`src/design/gwwlb_pkg.sv`:
```
// ----------------------------------------------------------------------------
// gwwlb_pkg
// Shared types, constants and helper functions for the greedy word-wrap
// line breaker.
// ----------------------------------------------------------------------------
package gwwlb_pkg;

  localparam int MAX_CHARS = 4096;
  localparam int IDX_W     = 12;        // character index width
  localparam int CNT_W     = 13;        // character count width (holds MAX_CHARS)
  localparam int WID_W     = 22;        // unsigned running width, 16.6
  localparam int OFS_W     = 23;        // signed pen offset / spread, 17.6
  localparam int ROW_W     = 12;
  localparam int GLY_W     = 16;        // glyph ink / advance width

  localparam logic [WID_W-1:0] WIDTH_MAX   = {WID_W{1'b1}};
  localparam logic [WID_W-1:0] LIMIT_RESET = WID_W'(6400);

  localparam int QDEPTH = 4;            // result queue entries
  localparam int QPTR_W = $clog2(QDEPTH);
  localparam int QCNT_W = $clog2(QDEPTH + 1);

  localparam int ADDR_W = 3;
  localparam int DATA_W = 32;

  typedef enum logic [1:0] {
    MODE_LEFT    = 2'd0,
    MODE_CENTER  = 2'd1,
    MODE_RIGHT   = 2'd2,
    MODE_JUSTIFY = 2'd3
  } align_t;

  typedef enum logic {
    REG_LINE_LIMIT = 1'b0,
    REG_ALIGN_MODE = 1'b1
  } reg_idx_t;

  typedef struct packed {
    logic [IDX_W-1:0]        first_index;
    logic [CNT_W-1:0]        char_count;
    logic signed [OFS_W-1:0] pen_offset;
    logic signed [OFS_W-1:0] spread_space;
    logic [ROW_W-1:0]        row_number;
    logic                    end_of_text;
  } result_t;

  // Saturating add of two non-negative widths.
  function automatic logic [WID_W-1:0] sat_add(input logic [WID_W-1:0] a,
                                                input logic [WID_W-1:0] b);
    logic [WID_W:0] s;
    s = {1'b0, a} + {1'b0, b};
    return s[WID_W] ? WIDTH_MAX : s[WID_W-1:0];
  endfunction

  // a - b modulo MAX_CHARS, both operands up to MAX_CHARS.
  function automatic logic [CNT_W-1:0] span(input logic [CNT_W-1:0] a,
                                             input logic [CNT_W-1:0] b);
    logic [CNT_W:0] d;
    d = {1'b0, a} - {1'b0, b};
    if (d[CNT_W]) begin
      d = d + (CNT_W+1)'(MAX_CHARS);
    end
    return d[CNT_W-1:0];
  endfunction

  function automatic result_t make_line(input logic [CNT_W-1:0] begin_idx,
                                        input logic [CNT_W-1:0] count,
                                        input logic [WID_W-1:0] limit,
                                        input logic [WID_W-1:0] used,
                                        input align_t           mode,
                                        input logic [ROW_W-1:0] row,
                                        input logic             last);
    result_t                 r;
    logic signed [OFS_W-1:0] left;
    left = $signed({1'b0, limit}) - $signed({1'b0, used});
    r.first_index  = begin_idx[IDX_W-1:0];
    r.char_count   = count;
    r.pen_offset   = '0;
    r.spread_space = '0;
    r.row_number   = row;
    r.end_of_text  = last;
    case (mode)
      MODE_CENTER:  r.pen_offset   = left >>> 1;  // floor of half
      MODE_RIGHT:   r.pen_offset   = left;
      MODE_JUSTIFY: r.spread_space = left;
      default:      r.pen_offset   = '0;
    endcase
    return r;
  endfunction

endpackage

```
`src/design/greedy_word_wrap_line_breaker.sv`:
```
// ----------------------------------------------------------------------------
// greedy_word_wrap_line_breaker
// Streams classified characters and emits one descriptor per wrapped line.
// ----------------------------------------------------------------------------
// Takes one character per clock. The line state (widths, break point, line
// start) is updated in the cycle a character is accepted, and the lines it
// closes are written into a 4-entry result queue that feeds the out_ port, so
// a result waiting on out_ready never stalls the input by itself. A character
// closes at most two lines (a wrap and, on final_char, the last line); it is
// accepted only while the queue has two free entries, so the input runs at one
// character per cycle as long as the output drains one result per cycle, and
// text that wraps on most characters is paced by the single output port.
module greedy_word_wrap_line_breaker (
  input  logic                               clk,
  input  logic                               rst_n,
  // character input
  input  logic                               in_valid,
  output logic                               in_ready,
  input  logic                               in_is_newline,
  input  logic                               in_is_blank,
  input  logic [gwwlb_pkg::GLY_W-1:0]        in_ink_width,
  input  logic [gwwlb_pkg::GLY_W-1:0]        in_step_advance,
  input  logic                               in_final_char,
  // line output
  output logic                               out_valid,
  input  logic                               out_ready,
  output logic [gwwlb_pkg::IDX_W-1:0]        out_first_index,
  output logic [gwwlb_pkg::CNT_W-1:0]        out_char_count,
  output logic signed [gwwlb_pkg::OFS_W-1:0] out_pen_offset,
  output logic signed [gwwlb_pkg::OFS_W-1:0] out_spread_space,
  output logic [gwwlb_pkg::ROW_W-1:0]        out_row_number,
  output logic                               out_end_of_text,
  // register port
  input  logic                               psel,
  input  logic                               penable,
  input  logic                               pwrite,
  input  logic [gwwlb_pkg::ADDR_W-1:0]       paddr,
  input  logic [gwwlb_pkg::DATA_W-1:0]       pwdata,
  output logic [gwwlb_pkg::DATA_W-1:0]       prdata,
  output logic                               pready
);

  localparam int IDX_W  = gwwlb_pkg::IDX_W;
  localparam int CNT_W  = gwwlb_pkg::CNT_W;
  localparam int WID_W  = gwwlb_pkg::WID_W;
  localparam int ROW_W  = gwwlb_pkg::ROW_W;
  localparam int QPTR_W = gwwlb_pkg::QPTR_W;
  localparam int QCNT_W = gwwlb_pkg::QCNT_W;

  // ---------------- configuration ----------------
  logic [WID_W-1:0]  line_limit_r;
  gwwlb_pkg::align_t align_mode_r;
  logic              cfg_wr;
  gwwlb_pkg::reg_idx_t cfg_sel;

  assign pready  = 1'b1;
  assign cfg_wr  = psel & penable & pwrite;
  assign cfg_sel = gwwlb_pkg::reg_idx_t'(paddr[2]);

  always_ff @(posedge clk) begin
    if (!rst_n) begin
      line_limit_r <= gwwlb_pkg::LIMIT_RESET;
      align_mode_r <= gwwlb_pkg::MODE_LEFT;
    end else if (cfg_wr) begin
      unique case (cfg_sel)
        gwwlb_pkg::REG_LINE_LIMIT: line_limit_r <= pwdata[WID_W-1:0];
        gwwlb_pkg::REG_ALIGN_MODE: align_mode_r <= gwwlb_pkg::align_t'(pwdata[1:0]);
        default: ;
      endcase
    end
  end

  always_comb begin
    unique case (cfg_sel)
      gwwlb_pkg::REG_LINE_LIMIT: prdata = {{(32-WID_W){1'b0}}, line_limit_r};
      gwwlb_pkg::REG_ALIGN_MODE: prdata = {30'd0, align_mode_r};
      default:                   prdata = '0;
    endcase
  end

  // ---------------- line state ----------------
  logic [IDX_W-1:0] pos_r,        pos_nxt;
  logic [CNT_W-1:0] line_begin_r, line_begin_nxt;
  logic [IDX_W-1:0] brk_pt_r,     brk_pt_nxt;
  logic [WID_W-1:0] origin_r,     origin_nxt;
  logic [WID_W-1:0] brk_wid_r,    brk_wid_nxt;
  logic [WID_W-1:0] run_wid_r,    run_wid_nxt;
  logic [WID_W-1:0] word_wid_r,   word_wid_nxt;
  logic             prior_blank_r, prior_blank_nxt;
  logic [ROW_W-1:0] row_r,        row_nxt;

  logic             in_fire;
  logic [WID_W-1:0] ink, adv, adv_eff, cur0, cur, ww_base, used;
  logic             wrap, no_bp;
  logic [CNT_W-1:0] pos_ext, wrap_count, final_count;
  gwwlb_pkg::align_t final_mode;
  gwwlb_pkg::result_t wrap_line, final_line;
  logic             push_wrap, push_final;

  assign in_fire = in_valid & in_ready;
  assign ink     = WID_W'(in_ink_width);
  assign adv     = WID_W'(in_step_advance);
  assign pos_ext = CNT_W'(pos_r);

  always_comb begin
    cur0            = gwwlb_pkg::sat_add(origin_r, ink);
    wrap            = (cur0 > line_limit_r) | in_is_newline;
    no_bp           = (brk_pt_r == '0) | in_is_newline;
    adv_eff         = in_is_newline ? '0 : adv;
    ww_base         = no_bp ? '0 : word_wid_r;
    used            = no_bp ? run_wid_r : brk_wid_r;
    wrap_count      = no_bp ? gwwlb_pkg::span(pos_ext, line_begin_r)
                            : gwwlb_pkg::span(CNT_W'(brk_pt_r), line_begin_r) + 1'b1;

    line_begin_nxt  = line_begin_r;
    brk_pt_nxt      = brk_pt_r;
    brk_wid_nxt     = brk_wid_r;
    word_wid_nxt    = word_wid_r;
    origin_nxt      = gwwlb_pkg::sat_add(origin_r, adv);
    row_nxt         = row_r;
    cur             = cur0;

    if (wrap) begin
      line_begin_nxt = no_bp ? (in_is_newline ? pos_ext + 1'b1 : pos_ext)
                             : CNT_W'(brk_pt_r) + 1'b1;
      brk_wid_nxt    = used;
      word_wid_nxt   = gwwlb_pkg::sat_add(ww_base, adv_eff);
      origin_nxt     = word_wid_nxt;
      // carried width counts the advance twice
      cur            = gwwlb_pkg::sat_add(word_wid_nxt, adv_eff);
      brk_pt_nxt     = '0;
      row_nxt        = row_r + 1'b1;
    end else if (in_is_blank) begin
      word_wid_nxt = '0;
      brk_pt_nxt   = pos_r;
      if ((pos_r == '0) || !prior_blank_r) begin
        brk_wid_nxt = cur0;
      end
    end else begin
      word_wid_nxt = gwwlb_pkg::sat_add(word_wid_r, adv);
    end

    run_wid_nxt     = cur;
    prior_blank_nxt = in_is_newline | in_is_blank;
    pos_nxt         = pos_r + 1'b1;

    final_mode  = (align_mode_r == gwwlb_pkg::MODE_JUSTIFY) ? gwwlb_pkg::MODE_LEFT
                                                             : align_mode_r;
    final_count = gwwlb_pkg::span(pos_ext + 1'b1, line_begin_nxt);
    wrap_line   = gwwlb_pkg::make_line(line_begin_r, wrap_count, line_limit_r, used,
                                       align_mode_r, row_r, 1'b0);
    final_line  = gwwlb_pkg::make_line(line_begin_nxt, final_count, line_limit_r, cur,
                                       final_mode, row_nxt, 1'b1);
    push_wrap   = in_fire & wrap;
    push_final  = in_fire & in_final_char;
  end

  always_ff @(posedge clk) begin
    if (!rst_n || (in_fire && in_final_char)) begin
      pos_r         <= '0;
      line_begin_r  <= '0;
      brk_pt_r      <= '0;
      origin_r      <= '0;
      brk_wid_r     <= '0;
      run_wid_r     <= '0;
      word_wid_r    <= '0;
      prior_blank_r <= 1'b0;
      row_r         <= '0;
    end else if (in_fire) begin
      pos_r         <= pos_nxt;
      line_begin_r  <= line_begin_nxt;
      brk_pt_r      <= brk_pt_nxt;
      origin_r      <= origin_nxt;
      brk_wid_r     <= brk_wid_nxt;
      run_wid_r     <= run_wid_nxt;
      word_wid_r    <= word_wid_nxt;
      prior_blank_r <= prior_blank_nxt;
      row_r         <= row_nxt;
    end
  end

  // ---------------- result queue ----------------
  gwwlb_pkg::result_t q_mem [gwwlb_pkg::QDEPTH];
  logic [QPTR_W-1:0]  wr_ptr_r, rd_ptr_r;
  logic [QCNT_W-1:0]  q_cnt_r;
  logic               pop;
  logic [QPTR_W-1:0]  wr_ptr_p1;
  logic [1:0]         n_push;
  gwwlb_pkg::result_t head;

  assign in_ready  = (q_cnt_r <= QCNT_W'(gwwlb_pkg::QDEPTH - 2));
  assign out_valid = (q_cnt_r != '0);
  assign pop       = out_valid & out_ready;
  assign wr_ptr_p1 = wr_ptr_r + 1'b1;
  assign n_push    = {1'b0, push_wrap} + {1'b0, push_final};

  always_ff @(posedge clk) begin
    if (push_wrap) begin
      q_mem[wr_ptr_r] <= wrap_line;
    end
    if (push_final) begin
      q_mem[push_wrap ? wr_ptr_p1 : wr_ptr_r] <= final_line;
    end
  end

  always_ff @(posedge clk) begin
    if (!rst_n) begin
      wr_ptr_r <= '0;
      rd_ptr_r <= '0;
      q_cnt_r  <= '0;
    end else begin
      wr_ptr_r <= wr_ptr_r + QPTR_W'(n_push);
      if (pop) begin
        rd_ptr_r <= rd_ptr_r + 1'b1;
      end
      q_cnt_r <= q_cnt_r + QCNT_W'(n_push) - QCNT_W'(pop);
    end
  end

  assign head             = q_mem[rd_ptr_r];
  assign out_first_index  = head.first_index;
  assign out_char_count   = head.char_count;
  assign out_pen_offset   = head.pen_offset;
  assign out_spread_space = head.spread_space;
  assign out_row_number   = head.row_number;
  assign out_end_of_text  = head.end_of_text;

endmodule

```
`config.mk`:
```
export PLATFORM = sky130hd
export DESIGN_NAME = greedy_word_wrap_line_breaker
export DESIGN_NICKNAME = d
export VERILOG_FILES = /design/src/design/gwwlb_pkg.sv /design/src/design/greedy_word_wrap_line_breaker.sv
export SDC_FILE = /design/constraint.sdc
export NUM_CORES = 1
export LEC_CHECK = 0
export BUFFER_PORTS_ARGS = -buffer_cell sky130_fd_sc_hd__buf_4
export CAP_MARGIN = 10
export CORE_MARGIN = 2
export CORE_UTILIZATION = 40
export CTS_CLUSTER_SIZE = 24
export DETAILED_ROUTE_END_ITERATION = 12
export SKIP_LAST_GASP = 1
export SYNTH_ARGS = -nofsm -noshare
export SYNTH_HDL_FRONTEND = slang
export SYNTH_SLANG_ARGS = --single-unit
```
`constraint.sdc`:
```
create_clock -name clk -period 14.16 [get_ports clk]
set_input_delay 2.124 -clock clk [delete_from_list [all_inputs] [get_ports clk]]
set_output_delay 2.124 -clock clk [all_outputs]
set_load 0.05 [all_outputs]
```
==> out/metrics.yaml, run 1 <==
run_status:
  outcome: "finished clean"
placement:
  routabilityCongestion: 0.879
  place_hpwl_um: 75400
  io_buffers: 172
  placed_cell_area_um2: 36100
  dpl.cell_count: 4694
synth:
  syn_area_per_cell_um2: 9.47
  seq_area_frac_synth: 0.398
  ys_types: 86
  post-synth-top-count-cell: "nand2_1"
  synth_top_cell_by_area: "edfxtp_1"
  synth_flop_cell: "edfxtp_1"
  netlist_instances: 3576
  async_flop_share: 0
  syn_area_um2: 33900
  synth_top_area_frac: 0.295
  ys.warnings.count: 0
  synth_edf_count: 332
  netlist_top_cells_count: "nand2_1 (352), edfxtp_1 (332), a21oi_1 (282), o22ai_1 (252), nor2_1 (241)"
  netlist_top_cells_area: "edfxtp_1 (29%), dfxtp_1 (10%), ha_1 (7.5%), mux4_2 (5.6%), o22ai_1 (4.7%)"
  synth_seq_cells: 507
timing:
  fmaxAchievable_ghz: 0.0891
  worstMarginPinSlew_ns: 1.08
  clock_skew_ns: 0.0583
  maxSlewHeadroom: 0.283
  fin_crit_ns: 11.23
  drv_slew: 0
  hold_violations: 0
  setup_viol_count_final: 0
  rsz0062_at_grt: "false"
  fin_crit_sh: 0.793
  finalSetupTns_ns: 0
  hold_ws_ns: 0.440
detailed_routing:
  vias_per_cell: 6.05
  drtIter0Drc: 3166
  detail-route-antenna-nets: 0
  dr_wl_met3_um: 8520
  drcViolationCount: 0
  wl_met1_um: 48900
  drtPass1Iterations: 5
  route.top_layer_used: "met5"
  drt-wirelength-per-cell_um: 23.0
  vias: 29100
  dr_wl_met2_um: 50500
  routed_wl_um: 110000
finish:
  syn_to_final_growth_pct: 12.1
  final_core_util: 0.454
  fin_cells: 4804
  seqCellArea_um2: 13500
  finalInstanceArea_um2: 38000
  multiInputGateArea_um2: 19100
  layout-drive-gt1-share: 0.128
  fin_nets: 3910
  n_fill_cell: 8018
run:
  max-cap-violations: 0
setup_path:
  reg2reg_slack_ns: 3.54
  crit_arrival_ns: 11.61
  cp_max_fo: 15
  path_class: "input port to flop"
  max_stage_delay_ns: 0.59
  crit_path_start_kind: "input port"
  path_common_cell: "ha_1"
  reg2regPathDepth: 35
  required_ns: 14.54
  critPathSlowestCell: "nor2_1"
  crit_path_end_kind: "flop"
hold_path:
  hold_depth: 2
  min_path_type: "flop to flop"
clock_tree:
  path_clk_slew_ns: 0.06
  cts_resized: 0
  htree_levels: 2
  cts.sinks: 507
  ctsRootBufferMaster: "clkbuf_16"
  clk_latency_ns: 0.66
  ctsLongestPathBuffers: 3
  hold_buffers: 0
  post_cts_buffers: 0
  cts_tree: "built"
  cts_made_buffers: 57
power_and_ir_drop:
  powerDensity_nw_per_um2: 199
  p_leak_uw: 0.0137
  ir_worst_vdd_uv: 154
global_routing:
  grt_start_max_net_pins: 118
  antenna_found_initial: 3
  track_usage: 0.248
  grt_pass1_vias: 27200
  grt_overflow: 0
  grt_pass1_wl_um: 167000
die:
  start_util: 0.405
  fp.dieArea_um2: 87000
  row_count: 106
  coreArea_um2: 83700
  chipHeight_um: 295
  die_w_um: 295
  io_pins: 196
-- worst paths after layout --
check	from	end
setup reg to reg	brk_pt_r[0]$_SDFFE_PP0P_	q_mem[2][56]$_DFFE_PP_
setup / recovery	in_is_newline	q_mem[2][56]$_DFFE_PP_
hold / removal	q_mem[3][0]$_SDFFE_PP1P_	q_mem[3][0]$_SDFFE_PP1P_
hold reg to reg	q_mem[3][0]$_SDFFE_PP1P_	q_mem[3][0]$_SDFFE_PP1P_
-- report_power, final --
| group | internal, uW | switching (uW) | total (uW) |
|---|---|---|---|
| clock | 836 | 664 | 1500 |
| sequential | 1980 | 137 | 2120 |
| combinational | 1250 | 2710 | 3950 |
| total | 4060 | 3510 | 7570 |
-- worst max-delay path: cells and delay by family --
kind	cells	cell delay [ns]
adder cells (fa/ha/maj)	4	1.22
buffers and inverters	3	0.44
AO/OA/AOI/OAI	20	5.77
AND/OR/NAND/NOR	7	1.81
XOR/XNOR	1	0.19
-- logic make-up after synthesis --
logic type / count (synthesis) / share of synthesized area
AO/OA/AOI/OAI: 1225 / 0.234
AND/OR/NAND/NOR: 975 / 0.132
flip-flops: 507 / 0.398
buffers and inverters: 354 / 0.0414
adder cells (fa/ha/maj): 213 / 0.0812
XOR/XNOR: 182 / 0.0471
multiplexers: 118 / 0.0660
other: 2 / 0.000222
-- cells in the final DEF, fill, tap and decap left out, types with 37 or more instances in the layout --
cell         n
nand2_1    346
clkbuf_16   57
nand3_1     88
edfxtp_1   332
xnor2_1    105
dfxtp_1    173
buf_4      214
xor2_1      77
a21o_1      68
nor2_1     241
inv_1      114
o21a_1      39
nor3_1      56
o21ai_0    202
a22o_1      37
o22ai_1    252
a21oi_1    282
a22oi_1     50
mux4_2      84
ha_1       202
-- per-stage QoR --
stage | setup WS [ns] | power [uW]
global route | 2.36 | 7930
finish | 2.93 | 7570
CTS | 3.21 | 7540
floorplan | 4.12 | 4830
detailed placement | 2.56 | 6040
global placement | 2.62 | 6010
-- layout make-up --
cell class                      instances  area share
Antenna cell                            1   0.0000659
Clock buffer                           69      0.0395
Clock inverter                         39     0.00985
Inverter                              114      0.0113
Multi-Input combinational cell       2724       0.504
Sequential cell                       507       0.355
Tap cell                             1134      0.0374
Timing Repair Buffer                  216      0.0430
-- layer usage --
metal | GRT usage | vias up
met5 | 0 | -
met4 | 0.0564 | 4
met3 | 0.0327 | 154
met2 | 0.396 | 1166
met1 | 0.358 | 14100
li1 | - | 13600
-- sequential cells by signal, indices dropped and copies added (netlist names), 3 cells and up, named ones only --
signal / flops
brk_pt_r: 12
word_wid_r: 22
origin_r: 22
q_mem: 336
brk_wid_r: 22
line_begin_r: 13
run_wid_r: 22
q_cnt_r: 3
pos_r: 12
line_limit_r: 22
row_r: 12
Note: power is estimated with default switching activity, not from simulation.
==> run 2, diff against run 1 <==
Clock period 14.16 ns to 9.7 ns, I/O delays scaled along.
==> run 2 against run 1 <==
Non-clock buffer count is 55 higher; sequential share of layout area is 0.61 points lower; sequential cell count stayed put; setup slack worse by 2.3 ns; global-route usage is 0.39 points higher; die area stayed put; critical path type is now flop to flop; largest cell class unchanged; highest routed layer unchanged.
==> out/metrics.yaml, run 2 (synthesis gave the netlist of run 1 again) <==
run_status:
  outcome: "finished clean"
finish:
  fin_nets: 3966  # +1.4%
  layout-drive-gt1-share: 0.142  # +0.0134
  largest_reg_flops: 336  # unchanged
  largest-register: "q_mem"
  syn_to_final_growth_pct: 14.1
  layout_commonest_cell: "nand2_1"
  layout_common_cells: "nand2_1 (346), edfxtp_1 (332), a21oi_1 (282), buf_4 (262), o22ai_1 (252)"
  finalInstanceArea_um2: 38600  # +1.8%
  n_fill_cell: 8046  # +0.35%
placement:
  placed_cell_area_um2: 36600  # +1.4%
  place_hpwl_um: 77700  # +3.0%
  place_ws_ns: 0.282  # -2.28 ns
  routabilityCongestion: 0.911  # +3.6%
  io_buffers: 172  # unchanged
setup_path:
  critPathBufInv: 5  # +2
  path_common_cell: "ha_1"
  path_class: "flop to flop"
  critPathSlowestCell: "o41a_1"
  max_stage_delay_ns: 0.49  # -0.10 ns
  critPathTopFamily: "compound AO/OA/AOI/OAI gates"
  crit_path_start_kind: "flop"
  reg2regPathDepth: 38  # +8.6%
  required_ns: 10.08  # -4.46 ns
  path_depth: 38  # +8.6%
  crit_path_end_kind: "flop"
  cp_max_fo: 7  # -8
  crit_arrival_ns: 9.41  # -2.20 ns
global_routing:
  grt_pass1_vias: 28000  # +2.7%
  grt_pass1_wl_um: 169000  # +1.1%
  grt_start_max_net_pins: 79  # -33%
  track_usage: 0.252  # +0.00392
  grt_overflow: 0  # unchanged
  antenna_found_initial: 6  # +3
hold_path:
  hold_depth: 2  # unchanged
  min_path_type: "flop to flop"
power_and_ir_drop:
  p_leak_uw: 0.0140  # +2.7%
  total_power_uw: 11300  # +50%
  powerDensity_nw_per_um2: 293  # +47%
  ir_worst_vdd_uv: 227  # +47%
timing:
  worstMarginPinSlew_ns: 1.13  # +0.0501 ns
  clock_skew_ns: 0.0560  # -0.00233 ns
  rsz0062_at_grt: "false"
  fin_crit_sh: 0.931
  fmaxAchievable_ghz: 0.111
  fin_crit_ns: 9.03
  final.setup.worst_slack_ns: 0.669  # -2.26 ns
  hold_ws_ns: 0.446  # +0.00553 ns
  maxSlewHeadroom: 0.249  # -0.0334
  hold_violations: 0  # unchanged
  drv_slew: 0  # unchanged
  setup_viol_count_final: 0  # unchanged
  finalSetupTns_ns: 0  # unchanged
clock_tree:
  clk_latency_ns: 0.67  # about the same
  cts.sinks: 507  # unchanged
  hold_buffers: 0  # unchanged
  ctsLongestPathBuffers: 3  # unchanged
  htree_levels: 2  # unchanged
  post_cts_buffers: 0  # unchanged
  cts_tree: "built"
  cts_made_buffers: 58  # +1.8%
  path_clk_slew_ns: 0.07  # about the same
  cts_resized: 0  # unchanged
  ctsRootBufferMaster: "clkbuf_16"
die:
  io_pins: 196  # unchanged
  die_w_um: 295  # unchanged
  start_util: 0.405  # unchanged
  row_count: 106  # unchanged
  chipHeight_um: 295  # unchanged
  coreArea_um2: 83700  # unchanged
  fp.dieArea_um2: 87000  # unchanged
detailed_routing:
  drcViolationCount: 0  # unchanged
  drtIter0Drc: 2971  # -6.2%
  drtPass1Iterations: 6  # +1
  detail-route-antenna-nets: 0  # unchanged
  drt-wirelength-per-cell_um: 23.1  # +0.47%
  vias: 29400  # +1.1%
  vias_per_cell: 6.04  # about the same
  routed_wl_um: 112000  # +1.6%
run:
  max-cap-violations: 0  # unchanged
[run 2: cell count changes in the layout (fill, tap and decap cells not counted), sizes merged]
cell | previous run | this run
inv | 116 | 115
bufinv | 4 | 8
buf | 216 | 270
clkinv | 28 | 19
clkbuf | 69 | 76
[run 2: final timing paths]
path                                 start                        to  slack (ns)
hold reg to reg   q_mem[3][0]$_SDFFE_PP1P_  q_mem[3][0]$_SDFFE_PP1P_        0.45
hold / removal    q_mem[3][0]$_SDFFE_PP1P_  q_mem[3][0]$_SDFFE_PP1P_        0.45
setup reg to reg  brk_pt_r[0]$_SDFFE_PP0P_    q_mem[0][56]$_DFFE_PP_        0.67
setup / recovery  brk_pt_r[0]$_SDFFE_PP0P_    q_mem[0][56]$_DFFE_PP_        0.67
[run 2: area by class of cell]
class | instances | area [um^2] | area share
timing repair buffer | 271 | 2130 | 0.0552
multi-input combinational | 2724 | 19100 | 0.495
antenna | 1 | 2.50 | 0.0000648
clock buffer | 75 | 1590 | 0.0410
clock inverter | 33 | 457 | 0.0118
inverter | 114 | 428 | 0.0111
tap | 1134 | 1420 | 0.0367
sequential | 507 | 13500 | 0.349
[run 2: routing by layer]
layer / GRT usage / vias to the layer above / share of wire
met2: 0.408 / 1291 / 0.46
met3: 0.0403 / 182 / 0.083
met4: 0.0676 / 6 / 0.025
met1: 0.350 / 14200 / 0.43
li1: - / 13700 / -
met5: 0 / - / 0.00034
[run 2: tightest hold or removal path: stages (launching register included)]
cell and delay [ns]:
dfxtp_1 0.31, nand2_1 0.05, nand2_1 0.04
[run 2: per-stage QoR]
step | instances | utilization
global placement | 4749 | 0.437
floorplan | 3585 | -
CTS | 4857 | 0.462
detailed placement | 4749 | 0.437
global route | 4859 | 0.462
finish | 4859 | 0.462
[run 2: where the power goes]
part           internal [uW]  total (uW)  leakage (uW)  switching (uW)
Combinational           1930        5870       0.00850            3940
Sequential              2880        3110       0.00455             225
Clock                   1370        2330      0.000982             960
Total                   6190       11300        0.0140            5130
